### src/design/kpl_pkg.sv
package kpl_pkg;

    localparam int KEY_W = 5;

    localparam logic [KEY_W-1:0] KEY_NONE  = 5'd0;
    localparam logic [KEY_W-1:0] KEY_DIG0  = 5'd1;
    localparam logic [KEY_W-1:0] KEY_TWO   = 5'd3;
    localparam logic [KEY_W-1:0] KEY_EIGHT = 5'd9;
    localparam logic [KEY_W-1:0] KEY_DIG9  = 5'd10;
    localparam logic [KEY_W-1:0] KEY_A     = 5'd11;
    localparam logic [KEY_W-1:0] KEY_B     = 5'd12;
    localparam logic [KEY_W-1:0] KEY_C     = 5'd13;
    localparam logic [KEY_W-1:0] KEY_D     = 5'd14;
    localparam logic [KEY_W-1:0] KEY_STAR  = 5'd15;
    localparam logic [KEY_W-1:0] KEY_HASH  = 5'd16;

    typedef enum logic [2:0] {
        MODE_MAIN    = 3'd0,
        MODE_PROG    = 3'd1,
        MODE_OPER    = 3'd2,
        MODE_UNLOCK  = 3'd3,
        MODE_REJECT  = 3'd4,
        MODE_REMOVE  = 3'd5,
        MODE_ADD     = 3'd6,
        MODE_ERASE   = 3'd7
    } mode_t;

    localparam logic [1:0] REQ_NONE   = 2'd0;
    localparam logic [1:0] REQ_ENROLL = 2'd1;
    localparam logic [1:0] REQ_ERASE  = 2'd2;

    localparam logic [2:0] EV_NONE     = 3'd0;
    localparam logic [2:0] EV_SAVED    = 3'd1;
    localparam logic [2:0] EV_ACCEPTED = 3'd2;
    localparam logic [2:0] EV_REJECTED = 3'd3;
    localparam logic [2:0] EV_DELETED  = 3'd4;

    // controller -> datapath
    typedef struct packed {
        logic latch;
        logic scan_step;
        logic commit;
    } kpl_cmd_t;

    // datapath -> controller
    typedef struct packed {
        logic scan_need;
        logic scan_last;
        logic out_free;
    } kpl_sts_t;

endpackage

### src/design/kpl_if.sv
interface kpl_poll_if;
    logic       valid;
    logic       ready;
    logic [4:0] key_code;
    logic       finger_match;

    modport source (output valid, key_code, finger_match, input ready);
    modport sink   (input valid, key_code, finger_match, output ready);
endinterface

interface kpl_result_if;
    logic        valid;
    logic        ready;
    logic [2:0]  mode;
    logic        lock_open;
    logic [2:0]  digit_count;
    logic [15:0] entered_digits;
    logic        menu_choice;
    logic [1:0]  slot_cursor;
    logic [1:0]  sensor_request;
    logic [2:0]  event_res;

    modport source (output valid, mode, lock_open, digit_count, entered_digits, menu_choice,
                    slot_cursor, sensor_request, event_res, input ready);
    modport sink   (input valid, mode, lock_open, digit_count, entered_digits, menu_choice,
                    slot_cursor, sensor_request, event_res, output ready);
endinterface

### src/design/keypad_pin_lock_controller.sv
// Keypad PIN lock controller.
// poll channel: one debounced keypad poll (key_code, finger_match) per item.
// result channel: one item per poll with the mode after that poll, the lock
// state, the entry buffer, menu and slot cursors, a one-item sensor request
// and an event code.
// Timing: a poll is latched when taken, and its result is registered when the
// controller commits it. PIN submit in operating mode and the last digit of a
// new PIN walk the slot array one slot per cycle before the commit. A new poll
// is taken only after the last one has been committed.
// Reset puts the block in the main menu with an empty entry and all slots
// empty; poll.ready is high right after reset.
// A stalled result is held in the output register; the next poll is still
// taken and worked up to its commit, which then waits until result.ready.
module keypad_pin_lock_controller #(
    parameter int SLOT_COUNT = 3,
    parameter int PIN_LENGTH = 4
) (
    input  logic         clk,
    input  logic         rst_n,
    kpl_poll_if.sink     poll,
    kpl_result_if.source result
);
    import kpl_pkg::*;

    kpl_cmd_t cmd;
    kpl_sts_t sts;

    kpl_ctrl u_ctrl (
        .clk        (clk),
        .rst_n      (rst_n),
        .poll_valid (poll.valid),
        .poll_ready (poll.ready),
        .sts        (sts),
        .cmd        (cmd)
    );

    kpl_dp #(
        .SLOT_COUNT (SLOT_COUNT),
        .PIN_LENGTH (PIN_LENGTH)
    ) u_dp (
        .clk          (clk),
        .rst_n        (rst_n),
        .key_code     (poll.key_code),
        .finger_match (poll.finger_match),
        .cmd          (cmd),
        .sts          (sts),
        .result       (result)
    );

endmodule

### src/design/kpl_ctrl.sv
module kpl_ctrl (
    input  logic             clk,
    input  logic             rst_n,
    input  logic             poll_valid,
    output logic             poll_ready,
    input  kpl_pkg::kpl_sts_t sts,
    output kpl_pkg::kpl_cmd_t cmd
);
    import kpl_pkg::*;

    typedef enum logic [1:0] {
        S_IDLE,
        S_SCAN,
        S_COMMIT
    } state_t;

    state_t state_reg, state_next;
    logic   ready_reg;
    logic   accept;

    assign accept     = poll_valid && ready_reg;
    assign poll_ready = ready_reg;

    always_comb
    begin
        state_next = state_reg;
        unique case (state_reg)
            S_IDLE:
            begin
                if (accept)
                begin
                    state_next = sts.scan_need ? S_SCAN : S_COMMIT;
                end
            end
            S_SCAN:
            begin
                if (sts.scan_last)
                begin
                    state_next = S_COMMIT;
                end
            end
            S_COMMIT:
            begin
                if (sts.out_free)
                begin
                    state_next = S_IDLE;
                end
            end
            default:
            begin
                state_next = S_IDLE;
            end
        endcase
    end

    always_ff @(posedge clk or negedge rst_n)
    begin
        if (!rst_n)
        begin
            state_reg <= S_IDLE;
            ready_reg <= 1'b1;
        end
        else
        begin
            state_reg <= state_next;
            ready_reg <= (state_next == S_IDLE);
        end
    end

    assign cmd.latch     = accept;
    assign cmd.scan_step = (state_reg == S_SCAN);
    assign cmd.commit    = (state_reg == S_COMMIT) && sts.out_free;

    a_ready_idle: assert property (@(posedge clk) disable iff (!rst_n)
        ready_reg == (state_reg == S_IDLE))
        else $error("poll ready out of step with controller state");

    a_accept_leaves_idle: assert property (@(posedge clk) disable iff (!rst_n)
        accept |=> state_reg != S_IDLE)
        else $error("accepted item did not start processing");

    a_commit_holds: assert property (@(posedge clk) disable iff (!rst_n)
        (state_reg == S_COMMIT) && !sts.out_free |=> state_reg == S_COMMIT)
        else $error("commit dropped while output register busy");

endmodule

### src/design/kpl_dp.sv
module kpl_dp #(
    parameter int SLOT_COUNT = 3,
    parameter int PIN_LENGTH = 4
) (
    input  logic              clk,
    input  logic              rst_n,
    input  logic [4:0]        key_code,
    input  logic              finger_match,
    input  kpl_pkg::kpl_cmd_t cmd,
    output kpl_pkg::kpl_sts_t sts,
    kpl_result_if.source      result
);
    import kpl_pkg::*;

    localparam int SLOT_W   = (SLOT_COUNT > 1) ? $clog2(SLOT_COUNT) : 1;
    localparam int CNT_W    = $clog2(PIN_LENGTH + 1);
    localparam int PIN_BITS = 4 * PIN_LENGTH;

    localparam logic [CNT_W-1:0]  PL_C    = CNT_W'(PIN_LENGTH);
    localparam logic [CNT_W-1:0]  PL_M1   = CNT_W'(PIN_LENGTH - 1);
    localparam logic [SLOT_W-1:0] SLOT_LAST = SLOT_W'(SLOT_COUNT - 1);

    // architectural state
    mode_t               mode_reg, mode_next;
    logic [PIN_BITS-1:0] buf_reg, buf_next;
    logic [CNT_W-1:0]    cnt_reg, cnt_next;
    logic                choice_reg, choice_next;
    logic [SLOT_W-1:0]   cursor_reg, cursor_next;
    logic [KEY_W-1:0]    prev_key_reg, prev_key_next;
    logic [SLOT_COUNT-1:0] valid_reg;
    logic [PIN_BITS-1:0] value_reg [SLOT_COUNT];

    // latched item and scan results
    logic [KEY_W-1:0]    key_reg;
    logic                finger_reg;
    logic [SLOT_W-1:0]   scan_idx_reg;
    logic                match_reg;
    logic                empty_found_reg;
    logic [SLOT_W-1:0]   empty_idx_reg;

    // output register
    logic                out_valid_reg;
    logic [2:0]          out_mode_reg;
    logic                out_lock_reg;
    logic [2:0]          out_count_reg;
    logic [15:0]         out_digits_reg;
    logic                out_choice_reg;
    logic [1:0]          out_cursor_reg;
    logic [1:0]          out_request_reg;
    logic [2:0]          out_event_reg;

    logic [KEY_W-1:0]    key_in;
    logic                in_digit;
    logic                key_digit;
    logic                can_push;
    logic                full_after;
    logic [PIN_BITS-1:0] buf_push;
    logic                store_en;
    logic                delete_en;
    logic [1:0]          request_next;
    logic [2:0]          event_next;
    logic [31:0]         buf_wide;
    logic [3:0]          cnt_wide;

    // unused codes above hash read as no key
    assign key_in   = (key_code > KEY_HASH) ? KEY_NONE : key_code;
    assign in_digit = (key_in >= KEY_DIG0) && (key_in <= KEY_DIG9);

    assign key_digit  = (key_reg >= KEY_DIG0) && (key_reg <= KEY_DIG9);
    assign can_push   = cnt_reg < PL_C;
    assign full_after = !can_push || (cnt_reg == PL_M1);

    assign sts.scan_need = ((mode_reg == MODE_OPER) && !finger_match && (key_in == KEY_HASH)
                            && (cnt_reg == PL_C))
                        || ((mode_reg == MODE_ADD) && in_digit && full_after);
    assign sts.scan_last = (scan_idx_reg == SLOT_LAST);
    assign sts.out_free  = !out_valid_reg || result.ready;

    // new digit goes into the nibble at the count position, first digit highest
    always_comb
    begin
        buf_push = buf_reg;
        for (int i = 0; i < PIN_LENGTH; i++)
        begin
            if (cnt_reg == CNT_W'(i))
            begin
                buf_push[(PIN_LENGTH - 1 - i) * 4 +: 4] = 4'(key_reg - KEY_DIG0);
            end
        end
    end

    always_comb
    begin
        mode_next     = mode_reg;
        buf_next      = buf_reg;
        cnt_next      = cnt_reg;
        choice_next   = choice_reg;
        cursor_next   = cursor_reg;
        prev_key_next = prev_key_reg;
        store_en      = 1'b0;
        delete_en     = 1'b0;
        request_next  = REQ_NONE;
        event_next    = EV_NONE;

        unique case (mode_reg)
            MODE_MAIN:
            begin
                if ((key_reg != KEY_NONE) && (key_reg != prev_key_reg))
                begin
                    if (key_reg == KEY_TWO)
                        choice_next = 1'b0;
                    else if (key_reg == KEY_EIGHT)
                        choice_next = 1'b1;
                    else if (key_reg == KEY_HASH)
                        mode_next = choice_reg ? MODE_PROG : MODE_OPER;
                end
                prev_key_next = key_reg;
            end
            MODE_PROG:
            begin
                if (key_reg == KEY_STAR)
                    mode_next = MODE_MAIN;
                else if (key_reg == KEY_A)
                begin
                    buf_next  = '0;
                    cnt_next  = '0;
                    mode_next = MODE_ADD;
                end
                else if (key_reg == KEY_B)
                    mode_next = MODE_REMOVE;
                else if (key_reg == KEY_C)
                    request_next = REQ_ENROLL;
                else if (key_reg == KEY_D)
                    mode_next = MODE_ERASE;
            end
            MODE_OPER:
            begin
                if (finger_reg)
                begin
                    buf_next   = '0;
                    cnt_next   = '0;
                    mode_next  = MODE_UNLOCK;
                    event_next = EV_ACCEPTED;
                end
                else if (key_reg == KEY_STAR)
                begin
                    buf_next  = '0;
                    cnt_next  = '0;
                    mode_next = MODE_MAIN;
                end
                else if (key_digit)
                begin
                    if (can_push)
                    begin
                        buf_next = buf_push;
                        cnt_next = cnt_reg + 1'b1;
                    end
                end
                else if ((key_reg == KEY_HASH) && (cnt_reg == PL_C))
                begin
                    mode_next  = match_reg ? MODE_UNLOCK : MODE_REJECT;
                    event_next = match_reg ? EV_ACCEPTED : EV_REJECTED;
                    buf_next   = '0;
                    cnt_next   = '0;
                end
            end
            MODE_UNLOCK:
            begin
                if (key_reg == KEY_STAR)
                    mode_next = MODE_MAIN;
            end
            MODE_REJECT:
            begin
                mode_next = MODE_OPER;
            end
            MODE_REMOVE:
            begin
                if (key_reg == KEY_STAR)
                    mode_next = MODE_PROG;
                else if (key_reg == KEY_TWO)
                begin
                    if (cursor_reg != '0)
                        cursor_next = cursor_reg - 1'b1;
                end
                else if (key_reg == KEY_EIGHT)
                begin
                    if (cursor_reg != SLOT_LAST)
                        cursor_next = cursor_reg + 1'b1;
                end
                else if (key_reg == KEY_HASH)
                begin
                    delete_en  = 1'b1;
                    event_next = EV_DELETED;
                end
            end
            MODE_ADD:
            begin
                if (key_reg == KEY_STAR)
                begin
                    buf_next  = '0;
                    cnt_next  = '0;
                    mode_next = MODE_PROG;
                end
                else if (key_digit)
                begin
                    if (can_push)
                    begin
                        buf_next = buf_push;
                        cnt_next = cnt_reg + 1'b1;
                    end
                    if (full_after)
                    begin
                        // no free slot: PIN is dropped, still reported as saved
                        store_en   = empty_found_reg;
                        event_next = EV_SAVED;
                        buf_next   = '0;
                        cnt_next   = '0;
                        mode_next  = MODE_PROG;
                    end
                end
            end
            MODE_ERASE:
            begin
                if (key_reg == KEY_STAR)
                    mode_next = MODE_PROG;
                else if (key_reg == KEY_HASH)
                begin
                    request_next = REQ_ERASE;
                    mode_next    = MODE_PROG;
                end
            end
            default:
            begin
                mode_next = MODE_MAIN;
            end
        endcase
    end

    always_ff @(posedge clk or negedge rst_n)
    begin
        if (!rst_n)
        begin
            mode_reg     <= MODE_MAIN;
            buf_reg      <= '0;
            cnt_reg      <= '0;
            choice_reg   <= 1'b0;
            cursor_reg   <= '0;
            prev_key_reg <= KEY_NONE;
            valid_reg    <= '0;
        end
        else if (cmd.commit)
        begin
            mode_reg     <= mode_next;
            buf_reg      <= buf_next;
            cnt_reg      <= cnt_next;
            choice_reg   <= choice_next;
            cursor_reg   <= cursor_next;
            prev_key_reg <= prev_key_next;
            for (int i = 0; i < SLOT_COUNT; i++)
            begin
                if (store_en && (empty_idx_reg == SLOT_W'(i)))
                    valid_reg[i] <= 1'b1;
                else if (delete_en && (cursor_reg == SLOT_W'(i)))
                    valid_reg[i] <= 1'b0;
            end
        end
    end

    always_ff @(posedge clk)
    begin
        if (cmd.commit && store_en)
        begin
            value_reg[empty_idx_reg] <= buf_push;
        end
    end

    // one slot per cycle: match check and first-empty search
    always_ff @(posedge clk or negedge rst_n)
    begin
        if (!rst_n)
        begin
            scan_idx_reg    <= '0;
            match_reg       <= 1'b0;
            empty_found_reg <= 1'b0;
            empty_idx_reg   <= '0;
        end
        else if (cmd.latch)
        begin
            scan_idx_reg    <= '0;
            match_reg       <= 1'b0;
            empty_found_reg <= 1'b0;
        end
        else if (cmd.scan_step)
        begin
            if (!sts.scan_last)
                scan_idx_reg <= scan_idx_reg + 1'b1;
            if (valid_reg[scan_idx_reg] && (value_reg[scan_idx_reg] == buf_reg))
                match_reg <= 1'b1;
            if (!valid_reg[scan_idx_reg] && !empty_found_reg)
            begin
                empty_found_reg <= 1'b1;
                empty_idx_reg   <= scan_idx_reg;
            end
        end
    end

    always_ff @(posedge clk)
    begin
        if (cmd.latch)
        begin
            key_reg    <= key_in;
            finger_reg <= finger_match;
        end
    end

    assign buf_wide = 32'(buf_next) << (32 - PIN_BITS);
    assign cnt_wide = 4'(cnt_next);

    always_ff @(posedge clk or negedge rst_n)
    begin
        if (!rst_n)
            out_valid_reg <= 1'b0;
        else if (cmd.commit)
            out_valid_reg <= 1'b1;
        else if (result.ready)
            out_valid_reg <= 1'b0;
    end

    always_ff @(posedge clk)
    begin
        if (cmd.commit)
        begin
            out_mode_reg    <= mode_next;
            out_lock_reg    <= (mode_next == MODE_UNLOCK);
            out_count_reg   <= cnt_wide[2:0];
            out_digits_reg  <= buf_wide[31:16];
            out_choice_reg  <= choice_next;
            out_cursor_reg  <= 2'(cursor_next);
            out_request_reg <= request_next;
            out_event_reg   <= event_next;
        end
    end

    assign result.valid          = out_valid_reg;
    assign result.mode           = out_mode_reg;
    assign result.lock_open      = out_lock_reg;
    assign result.digit_count    = out_count_reg;
    assign result.entered_digits = out_digits_reg;
    assign result.menu_choice    = out_choice_reg;
    assign result.slot_cursor    = out_cursor_reg;
    assign result.sensor_request = out_request_reg;
    assign result.event_res      = out_event_reg;

    a_count_bound: assert property (@(posedge clk) disable iff (!rst_n)
        cnt_reg <= PL_C)
        else $error("digit count beyond PIN length");

    a_lock_matches_mode: assert property (@(posedge clk) disable iff (!rst_n)
        out_valid_reg |-> (out_lock_reg == (out_mode_reg == MODE_UNLOCK)))
        else $error("lock output disagrees with mode");

    a_commit_shows: assert property (@(posedge clk) disable iff (!rst_n)
        cmd.commit |=> out_valid_reg)
        else $error("committed item produced no result");

    a_store_has_room: assert property (@(posedge clk) disable iff (!rst_n)
        cmd.commit && store_en |=> valid_reg[$past(empty_idx_reg)])
        else $error("stored PIN slot not marked valid");

endmodule
### src/flat_wrapper.sv
// flat-port wrapper written by rule: the top's interface ports become plain ports
module keypad_pin_lock_controller_flat import kpl_pkg::*;
#(
    parameter int SLOT_COUNT = 3,
    parameter int PIN_LENGTH = 4
)
  (clk, rst_n, poll_valid, poll_key_code, poll_finger_match, poll_ready, result_valid, result_mode, result_lock_open, result_digit_count, result_entered_digits, result_menu_choice, result_slot_cursor, result_sensor_request, result_event_res, result_ready);
  kpl_poll_if poll_i ();
  kpl_result_if result_i ();
  input  logic clk;
  input  logic rst_n;
  input wire logic [$bits(poll_i.valid)-1:0] poll_valid;
  input wire logic [$bits(poll_i.key_code)-1:0] poll_key_code;
  input wire logic [$bits(poll_i.finger_match)-1:0] poll_finger_match;
  output wire logic [$bits(poll_i.ready)-1:0] poll_ready;
  output wire logic [$bits(result_i.valid)-1:0] result_valid;
  output wire logic [$bits(result_i.mode)-1:0] result_mode;
  output wire logic [$bits(result_i.lock_open)-1:0] result_lock_open;
  output wire logic [$bits(result_i.digit_count)-1:0] result_digit_count;
  output wire logic [$bits(result_i.entered_digits)-1:0] result_entered_digits;
  output wire logic [$bits(result_i.menu_choice)-1:0] result_menu_choice;
  output wire logic [$bits(result_i.slot_cursor)-1:0] result_slot_cursor;
  output wire logic [$bits(result_i.sensor_request)-1:0] result_sensor_request;
  output wire logic [$bits(result_i.event_res)-1:0] result_event_res;
  input wire logic [$bits(result_i.ready)-1:0] result_ready;
  assign poll_i.valid = poll_valid;
  assign poll_i.key_code = poll_key_code;
  assign poll_i.finger_match = poll_finger_match;
  assign poll_ready = poll_i.ready;
  assign result_valid = result_i.valid;
  assign result_mode = result_i.mode;
  assign result_lock_open = result_i.lock_open;
  assign result_digit_count = result_i.digit_count;
  assign result_entered_digits = result_i.entered_digits;
  assign result_menu_choice = result_i.menu_choice;
  assign result_slot_cursor = result_i.slot_cursor;
  assign result_sensor_request = result_i.sensor_request;
  assign result_event_res = result_i.event_res;
  assign result_i.ready = result_ready;
  keypad_pin_lock_controller #(.SLOT_COUNT(SLOT_COUNT), .PIN_LENGTH(PIN_LENGTH)) u_core (.clk(clk), .rst_n(rst_n), .poll(poll_i), .result(result_i));
endmodule
### config.mk
export PLATFORM = sky130hd
export DESIGN_NAME = keypad_pin_lock_controller_flat
export DESIGN_NICKNAME = d
export VERILOG_FILES = /design/src/design/kpl_pkg.sv /design/src/design/kpl_if.sv /design/src/design/keypad_pin_lock_controller.sv /design/src/design/kpl_ctrl.sv /design/src/design/kpl_dp.sv /design/src/flat_wrapper.sv
export SDC_FILE = /design/constraint.sdc
export NUM_CORES = 1
export LEC_CHECK = 0
export ABC_AREA = 1
export BUFFER_PORTS_ARGS = -buffer_cell sky130_fd_sc_hd__buf_4
export CELL_PAD_IN_SITES_DETAIL_PLACEMENT = 0
export CELL_PAD_IN_SITES_GLOBAL_PLACEMENT = 1
export CORE_UTILIZATION = 47
export CTS_CLUSTER_DIAMETER = 200
export CTS_CLUSTER_SIZE = 40
export DETAILED_ROUTE_END_ITERATION = 16
export PLACE_DENSITY_LB_ADDON = 0.1
export SLEW_MARGIN = 15
export SYNTH_ARGS = -nofsm -noshare
export SYNTH_HDL_FRONTEND = slang
export SYNTH_SLANG_ARGS = --single-unit
### constraint.sdc
create_clock -name clk -period 4 [get_ports clk]
set_input_delay 0.8 -clock clk [delete_from_list [all_inputs] [get_ports clk]]
set_output_delay 0.8 -clock clk [all_outputs]
set_load 0.01 [all_outputs]
Yosys cells after proc, flatten, opt, wreduce, memory -nomap -nowiden
Memory sizes are Yosys's and may differ from the RTL's. Cells that the tools add are included.

Memories kept: 1. Input bits: 10. Output and inout port bits: 33. Flip-flop bits (word level): 80. RAM bits: 48.

Order comparisons: 7. Bitwise operators: 1. Eq/ne operators: 32. Mux-type cells: 115. Reduce and logical (&&, ||, !) cells: 51. $add $sub $neg: 5.

Memories: u_core.u_dp.value_reg (depth 3, bits a word 16, read ports 1, clocked after Yosys merged registers in 0, write ports 1, RTL line kpl_dp.sv:31) `logic [PIN_BITS-1:0] value_reg [SLOT_COUNT];`.

Operators by type and width (count): $mux 16 (10); $mux 3 (35); $pmux 16 s3 (1); $mux 2 (20); $mux 1 (38); $eq 5x4->1 const B (6); $pmux 3 s8 (1); $logic_and 1x1->1 (20); $pmux 3 s3 (2); $eq 16x16->1 (1); $mux 4 (4); $reduce_bool 2->1 (8); $eq 3x2->1 const B (5); $eq 3x3->1 const B (5); $reduce_and 2->1 (7); $eq 5x5->1 const B (2); $ge 5x1->1 const B (2); $le 5x4->1 const B (2); $eq 2x2->1 const B (4); $logic_not 2->1 (4); $eq 2x1->1 const B (3); $eq 3x1->1 const B (2); $logic_not 3->1 (2); $pmux 2 s3 (1); 18 further kinds (26).

Depth between registers and ports, before layout
Gate-level depths: netlist of the first run.

Word-level depth: 11. Depth in mapped cells: 14. Depth with buffers taken out: 13.

Modules after synthesis
Synthesis of the first run repeated with hierarchy kept, for this count alone.

Cell total of the unflattened synthesis: 717. Area, all modules: 6632.6 µm².

By module, submodules not included: kpl_dp (times used 1, cells each 695, area each 6463.7 µm²); kpl_ctrl (times used 1, cells each 22, area each 168.9 µm²).

Least setup slack after synthesis of the first run
No wires, ideal clock.

Path type: reg2reg. From: reg u_core.u_dp.key_reg[0]. To: mem u_core.u_dp.value_reg[2][0] (netlist bit), enable pin. Cell stages (with the launch flop): 10. Data arrival time: 2.611 ns. Buffers on the path: 1. Slack: 0.977 ns. Data required time: 3.588 ns. Cells stage by stage: edfxtp_1 clkbuf_2 inv_1 ha_1 nor2_1 o21bai_4 nand3_2 inv_2 nand3_1 nor3_1.

Cells in the longest elaborated chain, start to end: 8. Elaborated cells on any way between the ends: 10. Classes of those cells: order compare: 2; eq/ne: 1; mux: 5; reduce/logical: 2.

Ends and longest elaborated chain: from (decl) (RTL line kpl_dp.sv:34) `logic [KEY_W-1:0] key_reg;`; from (signal assigned) (RTL line kpl_dp.sv:311) `key_reg <= key_in;`; $ge 5x1->1 / $le 5x4->1 (equally long branches) (RTL line kpl_dp.sv:69) `assign key_digit = (key_reg >= KEY_DIG0) && (key_reg <= KEY_DIG9);`; $logic_and 1x1->1 (RTL line kpl_dp.sv:69); $mux 1 (RTL line kpl_dp.sv:204) `else if (key_digit)`; $mux 1 * (RTL line kpl_dp.sv:198) `if (key_reg == KEY_STAR)`; $mux 1 * (RTL line kpl_dp.sv:105) `unique case (mode_reg)`; $logic_and 1x1->1 * (RTL line kpl_dp.sv:271) `if (cmd.commit && store_en)`; $mux 1 * (RTL line kpl_dp.sv:271); $mux 1 (implied by the code) * (RTL line kpl_dp.sv:273) `value_reg[empty_idx_reg] <= buf_push;`; to (decl) (RTL line kpl_dp.sv:31).

Mark *: on every way between the ends. The rest lies on a longest branch, timed or not.

Worst setup path after layout of the first run
From: reg u_core.u_ctrl.state_reg[0]. To: mem u_core.u_dp.value_reg[2][1] (netlist bit), enable pin.

Cells in the longest elaborated chain, start to end: 5.

Ends and longest elaborated chain: from (decl) (RTL line kpl_ctrl.sv:17) `state_t state_reg, state_next;`; from (signal assigned) (RTL line kpl_ctrl.sv:65) `state_reg <= state_next;`; $eq 2x2->1 (RTL line kpl_ctrl.sv:72) `assign cmd.commit = (state_reg == S_COMMIT) && sts.out_free;`; $logic_and 1x1->1 (RTL line kpl_ctrl.sv:72); $logic_and 1x1->1 (RTL line kpl_dp.sv:271); $mux 1 (RTL line kpl_dp.sv:271); $mux 1 (implied by the code) (RTL line kpl_dp.sv:273).

Every way passes these cells.

==> results of run 1 <==
## cell type report
class | instances | area (µm²)
clock buffers | 17 | 425
clock inverters | 15 | 185
fillers | 1278 | 6190
inverters | 64 | 246
multi-input cells | 553 | 2800
flip-flops and latches | 128 | 3630
well taps | 180 | 225
repair buffers | 46 | 345
## worst paths after layout
path | cells after the start | end | from | slack, ns
min in group clk | 1 | u_core.u_dp.valid_reg[2]$_DFFE_PN0P_ | u_core.u_dp.valid_reg[2]$_DFFE_PN0P_ | 0.50
min | 1 | u_core.u_dp.result.valid$_DFFE_PN0P_ | rst_n | 0.40
max | 7 | u_core.u_dp.value_reg[2][1]$_DFFE_PP_ | u_core.u_ctrl.state_reg[0]$_DFF_PN0_ | 1.25
max in group asynchronous | 1 | u_core.u_dp.buf_reg[2]$_DFFE_PN0P_ | rst_n | 3.15
max reg2reg | 7 | u_core.u_dp.value_reg[2][1]$_DFFE_PP_ | u_core.u_ctrl.state_reg[0]$_DFF_PN0_ | 1.25
min reg2reg | 1 | u_core.u_dp.valid_reg[2]$_DFFE_PN0P_ | u_core.u_dp.valid_reg[2]$_DFFE_PN0P_ | 0.50
## per-layer routing
| metal | track usage | share of wire | vias to the layer above |
|---|---|---|---|
| met4 | 0.0861 | 0.022 | 0 |
| met1 | 0.298 | 0.43 | 2540 |
| met5 | 0 | 0 | - |
| met2 | 0.417 | 0.51 | 144 |
| li1 | - | - | 2639 |
| met3 | 0.0558 | 0.043 | 24 |
## cell families (layout without fill, tap and decap cells)
| group | count (synthesis) | in the layout | share of synthesized area |
|---|---|---|---|
| and+or+nand+nor | 441 | 441 | 0.296 |
| AOI/OAI and AO/OA | 92 | 92 | 0.0774 |
| xor gates and xnor gates | 6 | 6 | 0.00767 |
| buffers and inverters | 90 | 142 | 0.0644 |
| adders and majority gates | 14 | 14 | 0.0255 |
| DFF | 128 | 128 | 0.529 |
## cells in the final DEF (no fill, tap or decap), types with 4 or more instances in the layout
| cell type | n |
|---|---|
| nand3_2 | 13 |
| clkinv_4 | 5 |
| buf_4 | 46 |
| inv_1 | 54 |
| inv_2 | 7 |
| o21ai_1 | 13 |
| nor2_1 | 43 |
| nand2_1 | 278 |
| clkbuf_16 | 17 |
| ha_1 | 14 |
| nand4_1 | 10 |
| o211ai_1 | 10 |
| or2_2 | 5 |
| nand2_2 | 12 |
| nor2_4 | 7 |
| o21ai_0 | 50 |
| inv_6 | 4 |
| nor3_1 | 6 |
| edfxtp_1 | 85 |
| nand3_1 | 50 |
| dfrtp_1 | 42 |
| a21oi_1 | 8 |
## critical path, stage by stage, from the launching register on
cell     delay, ns
dfrtp_1       0.38
inv_1         0.10
nand2_1       0.11
nor2_4        0.52
inv_1         0.44
or2_1         0.37
nor3_2        0.20
buf_4         0.29
## stage by stage
stage | total power (W) | hold WS, ns | area [µm²] | std cells | worst slack [ns]
2_1_floorplan | 0.00290 | 0.450 | 6860 | 771 | 0.977
3_3_place_gp | 0.00336 | 0.468 | 7240 | 971 | 0.965
3_5_place_dp | 0.00339 | 0.476 | 7240 | 971 | 0.896
4_1_cts | 0.00500 | 0.411 | 7860 | 1003 | 1.23
5_1_grt | 0.00524 | 0.429 | 7860 | 1003 | 1.10
6_report | 0.00496 | 0.397 | 7860 | 1003 | 1.25
## where the power goes
part,total (W),switching [W],internal (W)
sequential,0.00194,0.000191,0.00175
combinational,0.00142,0.000970,0.000455
clock,0.00160,0.000610,0.000987
total,0.00496,0.00177,0.00319
==> metrics.yaml, run 1 <==
hold_viol_final: 0
syn_avg_cell_area_um2: 8.89
yosysTopAreaCell: "edfxtp_1"
synth.most_common_cell: "nand2_1"
synthesis.area_um2: 6860
syn-instance-count: 771
fin_crit_ns: 2.75
start_util: 0.488
insertion_delay_ns: 0.42
grt_overflow_total: 0
place_congestion: 0.831
cts_resized: 0
skew_ns: 0.00798
grtUsageTotal: 0.243
fin_tns_setup_ns: 0
die-area_um2: 15100
synth-edff-count: 85
drc: 0
grt_pass1_wl_um: 27100
hold_path_class: "primary input to asynchronous set/reset pin"
cts_max_level: 4
area_growth_pct: 14.6
clk_pin_slew_ns: 0.06
clock_path_buffers: 2
rows: 43
antenna_cells: 0
grt_start_max_net_pins: 54
die-width_um: 123
yosysSeqAreaShare: 0.529
ir_worst_vdd_v: 0.000321
ys_ff_latch: 128
first_pass_iters: 5
ys.flop_type: "edfxtp_1"
start_kind: "flip-flop"
timing.fmax_ghz: 0.364
antenna_left: 0
yosys_warnings: 0
core_area_um2: 14000
min_period_over_period: 0.687
grt_pass1_vias: 5143
setup_violations: 0
crit_arrival_ns: 2.85
cts_setup_buffers: 0
die_h_um: 123
first_iter_violations: 419
critPathKind: "flip-flop to flip-flop"
ys_types: 51
io_pins: 43
vias: 5347
cts_root_buf: "clkbuf_16"
async_reset_ff_frac: 0.336
ctsHoldBuffers: 0
p_leak_nw: 3.39
power_density_nw_per_um2: 632
largest_reg_flops: 48
max_slew.worst_pin.slew_ns: 0.823
io_buffers: 42
place_hpwl_um: 11500
endpoint_kind: "flip-flop"
cts_tree: "done"
wl_um: 16700
cts_sinks: 128
synth_top_cell_area_share: 0.372
critPathMaxFanout: 25
maxCapViolCount: 0
max_slew_margin: 0.445
via_per_inst: 5.33
synth_nets: 795
outcome: "complete, no violations"
routedWlPerCell_um: 16.7
drive_gt1_frac: 0.166
worstPathRequired_ns: 4.10
synth_common_cells: "nand2_1 (278), edfxtp_1 (85), inv_1 (54), nand3_1 (50), o21ai_0 (50)"
synth_area_leaders: "edfxtp_1 (37%), dfrtp_1 (15%), nand2_1 (15%), nand3_1 (3.6%), o21ai_0 (3.6%)"
drv_slew: 0
cts-buffers-inserted: 17
final_util: 0.559
fin_nets: 834
grt_setup_unrepaired: "no"
antenna_found_initial: 0
Note: power is estimated with default switching activity, not from simulation.
==> run 2: changes to the inputs <==
CORE_UTILIZATION = 42   (was 47)
clock period = 2.5 ns   (was 4 ns; I/O delays follow)
==> metrics.yaml, run 2 (same netlist as run 1, synthesis figures left out) <==
largest_reg_flops: 48
place_congestion: 0.818
max_slew_margin: 0.534
timing.fmax_ghz: 0.453
min_period_over_period: 0.883
finalPower_w: 0.00791
worstSetupStartpoint: "u_core.u_dp.key_reg[0]$_DFFE_PP_"
worstPathRequired_ns: 2.60
final_util: 0.504
rows: 46
cts_tree: "done"
clock_path_buffers: 2
cts_max_level: 4
cts_sinks: 128
fin_crit_ns: 2.21
layout_common_cells: "nand2_1 (278), edfxtp_1 (85), buf_4 (62)"
ir_worst_vdd_v: 0.000587
hold_path_class: "primary input to asynchronous set/reset pin"
grt_overflow_total: 0
grt_pass1_wl_um: 27000
max_slew.worst_pin.slew_ns: 0.698
cts_setup_buffers: 0
die-width_um: 130
reg2reg_slack_ns: 0.29
drive_gt1_frac: 0.180
hold_ws_ns: 0.106
p_leak_nw: 3.48
drv_slew: 0
endpoint: "u_core.u_dp.value_reg[0][9]$_DFFE_PP_"
ctsHoldBuffers: 0
grt_setup_unrepaired: "no"
clk_pin_slew_ns: 0.06
dp_cells: 1025
io_buffers: 42
grt_start_max_net_pins: 77
cts_resized: 0
outcome: "complete, no violations"
skew_ns: 0.00670
core_area_um2: 15900
setup_violations: 0
instances_no_fill: 1057
cts-buffers-inserted: 17
maxCapViolCount: 0
antenna_left: 0
area_growth_pct: 16.8
start_util: 0.432
place_hpwl_um: 12200
first_pass_iters: 5
die-area_um2: 16800
final_common_cell: "nand2_1"
io_pins: 43
insertion_delay_ns: 0.42
critPathKind: "flip-flop to flip-flop"
first_iter_violations: 331
routedWlPerCell_um: 15.9
antenna_cells: 0
drc: 0
antenna_found_initial: 0
fin_nets: 852
hold_viol_final: 0
critPathMaxFanout: 16
wl_um: 16900
cts_root_buf: "clkbuf_16"
crit_arrival_ns: 2.31
start_kind: "flip-flop"
grt_pass1_vias: 5219
r2r-end: "u_core.u_dp.value_reg[0][9]$_DFFE_PP_"
via_per_inst: 4.98
reg2reg_from: "u_core.u_dp.key_reg[0]$_DFFE_PP_"
vias: 5259
ff2ff_path_depth: 9
die_h_um: 130
grtUsageTotal: 0.219
power_density_nw_per_um2: 988
endpoint_kind: "flip-flop"
==> run 2: cell types whose count changed in the layout (fill, tap and decap cells not counted), sizes merged <==
| cell | before | now |
|---|---|---|
| clkbuf | 17 | 20 |
| bufinv | 3 | 2 |
| clkinv | 9 | 11 |
| inv | 65 | 62 |
| clkinvlp | 2 | 1 |
| buf | 46 | 64 |
==> run 2: worst min path at each step <==
stage	start	endpoint	cells after the start
6_report	rst_n	u_core.u_dp.buf_reg[11]$_DFFE_PN0P_	1
5_1_grt	rst_n	u_core.u_dp.buf_reg[11]$_DFFE_PN0P_	1
4_1_cts	rst_n	u_core.u_dp.buf_reg[7]$_DFFE_PN0P_	1
3_5_place_dp	u_core.u_dp.empty_idx_reg[1]$_DFFE_PN0P_	u_core.u_dp.empty_idx_reg[1]$_DFFE_PN0P_	2
3_3_place_gp	u_core.u_dp.empty_idx_reg[1]$_DFFE_PN0P_	u_core.u_dp.empty_idx_reg[1]$_DFFE_PN0P_	2
2_1_floorplan	rst_n	u_core.u_ctrl.state_reg[0]$_DFF_PN0_	0
==> run 2: critical path: stages (launching register included) <==
cell,delay (ns)
edfxtp_1,0.38
inv_1,0.14
ha_1,0.22
nor2_1,0.09
o21bai_4,0.19
nand3_2,0.18
inv_2,0.11
nand4_1,0.16
nor2_1,0.15
buf_4,0.26
==> run 2: cell type report <==
type / count / area, µm²
Fill cell: 1507 / 7870
Inverter: 64 / 246
Sequential cell: 128 / 3630
Clock buffer: 20 / 437
Clock inverter: 12 / 119
Tap cell: 216 / 270
Timing Repair Buffer: 64 / 505
Multi-Input combinational cell: 553 / 2800
==> run 2: metrics by stage <==
step	TNS, ns	area, µm²	setup slack, ns
after floorplan	-3.61	6870	-0.113
after global placement	0	7460	0.396
after detailed placement	0	7460	0.326
after CTS	0	8010	0.305
after global routing	0	8010	0.125
final	0	8010	0.294
==> run 2: layer usage <==
metal / track usage / up-vias / routed length, µm
met1: 0.252 / 2479 / 6990
met4: 0.0629 / 0 / 263
li1: - / 2670 / -
met5: 0 / - / 0
met3: 0.0504 / 15 / 571
met2: 0.406 / 95 / 9030
==> run 2: report_power, final <==
group | leakage (nW) | total [W] | switching, W | internal, W
logic | 1.84 | 0.00248 | 0.00160 | 0.000880
registers | 1.37 | 0.00309 | 0.000296 | 0.00280
clock network | 0.275 | 0.00234 | 0.000892 | 0.00145
total | 3.48 | 0.00791 | 0.00278 | 0.00513
